[config.mk]
export PLATFORM = sky130hd
export DESIGN_NAME = swm_cell
export DESIGN_NICKNAME = d
export VERILOG_FILES = /design/src/hw/rtl/swm_pkg.sv /design/src/hw/rtl/swm_cell.sv
export SDC_FILE = /design/constraint.sdc
export NUM_CORES = 1
export LEC_CHECK = 0
export BUFFER_PORTS_ARGS = -buffer_cell sky130_fd_sc_hd__buf_4
export CAP_MARGIN = 30
export CORE_AREA = 10 10 95 97
export CTS_BUF_LIST = sky130_fd_sc_hd__clkbuf_4 sky130_fd_sc_hd__clkbuf_8
export CTS_CLUSTER_DIAMETER = 100
export DETAILED_ROUTE_END_ITERATION = 8
export DIE_AREA = 0 0 105 107
export GPL_TIMING_DRIVEN = 0
export PLACE_DENSITY = 0.89
export REMOVE_ABC_BUFFERS = 1
export SLEW_MARGIN = 25
export SYNTH_ARGS = -nofsm -noshare
export SYNTH_HDL_FRONTEND = slang
export SYNTH_SLANG_ARGS = --single-unit
[constraint.sdc]
create_clock -name clock -period 11.7 [get_ports clock]
set_clock_uncertainty 0.15 [all_clocks]
set_input_delay 2.34 -clock clock [delete_from_list [all_inputs] [get_ports clock]]
set_output_delay 2.34 -clock clock [all_outputs]
set_load 0.01 [all_outputs]
[src/hw/rtl/swm_pkg.sv]
// ----------------------------------------------------------------------------
// swm_pkg
// shared constants and types of the sliding window median filter
// ----------------------------------------------------------------------------
`timescale 1ns / 1ps

package swm_pkg;

   localparam int WINDOW_MAX_DEF   = 64;
   localparam int SAMPLE_WIDTH_DEF = 32;

   // window size register
   localparam int                 WSIZE_W     = 7;
   localparam logic [WSIZE_W-1:0] WSIZE_RESET = 7'd3;

   // register port
   localparam int         CSR_DATA_W      = 32;
   localparam int         CSR_ADDR_W      = 3;
   localparam logic [0:0] REG_WINDOW_SIZE = 1'b0;

   // what each cell tells its neighbours
   typedef struct packed {
      logic keep;   // holds a sample that survives this request
      logic le;     // stored sample <= incoming sample
      logic ev;     // holds the oldest sample, dropped this request
   } cell_stat_type;

   // broadcast to every cell
   typedef struct packed {
      logic load;
      logic full;
   } cell_ctl_type;

endpackage

[src/hw/rtl/swm_cell.sv]
// ----------------------------------------------------------------------------
// swm_cell
// one slot of the sorted window: holds a sample and its age and picks its
// next content from itself, a neighbour or the incoming sample
// ----------------------------------------------------------------------------
`timescale 1ns / 1ps

module swm_cell import swm_pkg::*; #(
   parameter int SAMPLE_WIDTH = SAMPLE_WIDTH_DEF,
   parameter int AGE_W        = 6,
   parameter int CNT_W        = 7,
   parameter int IDX          = 0
) (
   input  logic                           clock,
   input  cell_ctl_type                   ctl,
   input  logic signed [SAMPLE_WIDTH-1:0] key,
   input  logic        [CNT_W-1:0]        fill,
   input  logic        [AGE_W-1:0]        evict_age,
   input  logic        [AGE_W-1:0]        mid_idx,
   input  logic                           eb,
   input  cell_stat_type                  stat_l,
   input  cell_stat_type                  stat_r,
   input  logic signed [SAMPLE_WIDTH-1:0] value_l,
   input  logic signed [SAMPLE_WIDTH-1:0] value_r,
   input  logic        [AGE_W-1:0]        age_l,
   input  logic        [AGE_W-1:0]        age_r,
   output cell_stat_type                  stat,
   output logic signed [SAMPLE_WIDTH-1:0] value,
   output logic        [AGE_W-1:0]        age,
   output logic        [SAMPLE_WIDTH-1:0] tap
);

   logic signed [SAMPLE_WIDTH-1:0] value_ff, value_in;
   logic        [AGE_W-1:0]        age_ff, age_in;
   logic                           valid, ev, keep, le;
   logic                           eb_l, eb_r;
   logic                           take_l, take_s, take_r;

   assign valid = (fill > CNT_W'(IDX));
   assign ev    = valid && ctl.full && (age_ff == evict_age);
   assign keep  = valid && !ev;
   assign le    = (value_ff <= key);

   assign stat  = '{keep: keep, le: le, ev: ev};
   assign value = value_ff;
   assign age   = age_ff;

   // hole left of each neighbour, from our own flag
   assign eb_l = eb && !stat_l.ev;
   assign eb_r = eb || ev;

   // survivors left of the new sample slide down over the hole,
   // survivors right of it slide up to make room
   assign take_r = stat_r.keep && stat_r.le && eb_r;
   assign take_s = keep && (le != eb);
   assign take_l = stat_l.keep && !stat_l.le && !eb_l;

   always_comb begin
      value_in = key;
      age_in   = '0;
      if (take_r) begin
         value_in = value_r;
         age_in   = age_r + AGE_W'(1);
      end else if (take_s) begin
         value_in = value_ff;
         age_in   = age_ff + AGE_W'(1);
      end else if (take_l) begin
         value_in = value_l;
         age_in   = age_l + AGE_W'(1);
      end
   end

   always_ff @(posedge clock) begin
      if (ctl.load) begin
         value_ff <= value_in;
         age_ff   <= age_in;
      end
   end

   assign tap = (mid_idx == AGE_W'(IDX)) ? value_ff : '0;

endmodule

==> flow_metrics.env <==
export IMPL_cts_setup_buffers=0
export IMPL_cts_buffer_depth=2
export IMPL_p_leak_nw=2.51
export IMPL_drv_cap=0
export IMPL_n_antenna_cell=0
export IMPL_place_worst_setup_slack_ns=4.85
export IMPL_multi_input_area_sq_mm=0.00210
export IMPL_place_congestion=0.868
export IMPL_via_count=3605
export IMPL_rsz0062_at_grt="no"
export IMPL_status="finished clean"
export IMPL_max_slew_margin_rel_pct=48.1
export IMPL_routed_wl_mm=12.4
export IMPL_grt_start_max_net_pins=71
export IMPL_die_w_um=105
export IMPL_synth_area_leaders="edfxtp_1, ha_1, mux2i_1"
export IMPL_cts_tree="yes"
export IMPL_numCtsBuffers=5
export IMPL_irDropWorstVdd_uv=51.7
export IMPL_setup_violations=0
export IMPL_wl_per_cell_um=18.1
export IMPL_post_drt_via_cell_ratio=5.26
export IMPL_ff_latch_area_sq_mm=0.00114
export IMPL_ys_ff_latch=38
export IMPL_antenna_found_initial=0
export IMPL_yosysMostFrequentCell="nand2_1"
export IMPL_hold_class="register to register"
export IMPL_synth_edf_count=38
export IMPL_period_share_pct=58.6
export IMPL_yosysWarnings=0
export IMPL_h_tree_depth=2
export IMPL_p_sw_w=0.000144
export IMPL_ys_types=51
export IMPL_power_density_mw_per_mm2=89.3
export IMPL_p_int_w=0.000325
export IMPL_area_growth_pct=52.8
export IMPL_dp_cells=677
export IMPL_path_cells="buf_4 -> inv_1 -> ha_1 -> nand4_2 -> or4_4 -> or3_1 -> o2111ai_1 -> nand2_1 -> buf_4"
export IMPL_netlist_area_sq_mm=0.00344
export IMPL_swShare_pct=30.7
export IMPL_min_period_ns=6.86
export IMPL_power_frac_comb_pct=36.2
export IMPL_clockPowerShare_pct=24.1
export IMPL_dieArea_sq_mm=0.0112
export IMPL_final_hold_violation_count=0
export IMPL_seq_area_frac_synth_pct=33.2
export IMPL_setup_tns_final_ns=0
export IMPL_die_h_um=107
export IMPL_p_seq_share_pct=39.7
export IMPL_synthCells=381
export IMPL_cp_common_cell="buf_4"
export IMPL_drc=0
export IMPL_start_util_pct=48.1
export IMPL_fp_coreArea_sq_mm=0.00714
export IMPL_avgSynthCellArea_sq_um=9.02
export IMPL_cp_arrival_ns=4.37
export IMPL_synthTopCellsByCount="nand2_1, edfxtp_1, inv_1"
export IMPL_io_pin_count=210
export IMPL_postCtsHoldBufs=0
export IMPL_fin_util_pct=73.6
export IMPL_place_port_buffers=208
export IMPL_grt_pass1_wl_mm=19.5
export IMPL_fin_nets=757
export IMPL_drtIter0Drc=84
export IMPL_end_kind="output port"
export IMPL_row_count=31
export IMPL_fill_cells=533
export IMPL_synth_top_area_share_pct=33.2
export IMPL_grtUsageTotal_pct=21.1
export IMPL_cts_sinks=38
export IMPL_drive_above_1_share_pct=40.8
export IMPL_clkTransAtPathRegs_ns=0.08
export IMPL_cts_resized=0
export IMPL_tightest_slew_ns=0.774
export IMPL_layout_setup_ws_ns=4.84
export IMPL_critPathLaunchType="primary input"
export IMPL_holdWs_ns=0.737
export IMPL_fmax_mhz=146
export IMPL_critPathMaxFanout=6
export IMPL_clk_latency_ns=0.29
export IMPL_synth_async_sr_flop_share_pct=0
export IMPL_max_stage_delay_ns=0.61
export IMPL_worstSetupPathType="primary input to output port"
export IMPL_slew_viol_final=0
export IMPL_cts_root_buf="clkbuf_8"
export IMPL_dr_pass1_iters=4
export IMPL_grt_pass1_vias=3955
export IMPL_yosysTopAreaCell="edfxtp_1"
export IMPL_globalRouteOverflowTotal=0
export IMPL_hpwlAfterDp_mm=10.6
export IMPL_ys_flop_type="edfxtp_1"
export IMPL_finalNonFillerCells=685
export IMPL_final_antenna_net_count=0
export IMPL_slowest_stage="or4_4"
export IMPL_worstPathRequired_ns=9.21
-- through the flow --
stage                     power [W]  area (sq um)
final                      0.000469          5250
after global placement     0.000351          5040
after detailed placement   0.000360          5140
after floorplan            0.000269          3350
after CTS                  0.000473          5250
after global routing       0.000497          5250
-- power by group through the flow --
stage | registers, W | logic [W] | clock network [W]
5_1_grt | 0.000189 | 0.000188 | 0.000120
3_3_place_gp | 0.000189 | 0.000163 | 0
4_1_cts | 0.000186 | 0.000172 | 0.000115
6_report | 0.000186 | 0.000170 | 0.000113
2_1_floorplan | 0.000193 | 0.0000764 | 0
3_5_place_dp | 0.000189 | 0.000171 | 0
-- layout make-up --
class / count / share of cell area, %
multi-input combinational: 288 / 39.9
clock inverter: 3 / 0.763
clock buffer: 5 / 1.31
tap: 99 / 2.36
inverter: 36 / 2.57
sequential: 38 / 21.7
timing repair buffer: 216 / 31.3
-- critical path: cells and delay by family --
kind / cells / cell delay, ns
AND/OR/NAND/NOR: 4 / 1.24
adder cells (fa/ha/maj): 1 / 0.37
buffers and inverters: 3 / 0.27
AO/OA/AOI/OAI: 1 / 0.14
-- layer usage --
metal / vias up / track usage [%] / wire length [um]
li1: 1777 / - / -
met1: 1663 / 22.9 / 4910
met2: 150 / 39.2 / 6390
met3: 15 / 5.87 / 882
met4: 0 / 6.27 / 233
met5: - / 0 / 0
-- cells in the final DEF (no fill, tap or decap), types with 3 or more instances in the layout --
cell      netlist  final
nand4_1         8      8
and3_1          5      5
buf_4           3    214
clkbuf_8        0      5
a211o_1         3      3
xnor2_1        11     11
nand2_1        45     45
and2_1         32     32
ha_1           35     35
nand3_1        13     13
o21ai_0        34     34
nor2_1          5      5
mux2i_1        32     32
nor4_1          6      6
inv_1          36     36
edfxtp_1       38     38
a21oi_1        12     12
xor2_1          7      7
-- state kept, by name (all words and copies together), names as in the netlist --
register	count
age	6
value	32
-- final timing paths --
| check | start | endpoint | slack, ns | depth (start not counted) |
|---|---|---|---|---|
| min reg2reg | age[2]$_DFFE_PP_ | age[2]$_DFFE_PP_ | 0.74 | 2 |
| max | key[31] | stat[1] | 4.84 | 9 |
| min | age[2]$_DFFE_PP_ | age[2]$_DFFE_PP_ | 0.74 | 2 |
| max reg2reg | value[31]$_DFFE_PP_ | value[1]$_DFFE_PP_ | 7.89 | 9 |
-- cell families after synthesis --
family	share of synthesized area, %
XOR/XNOR	4.59
AND/OR/NAND/NOR	20.1
multiplexers	9.32
adder cells (fa/ha/maj)	12.7
flip-flops	33.2
buffers and inverters	6.34
AO/OA/AOI/OAI	13.7
Note: power is estimated with default switching activity, not from simulation.
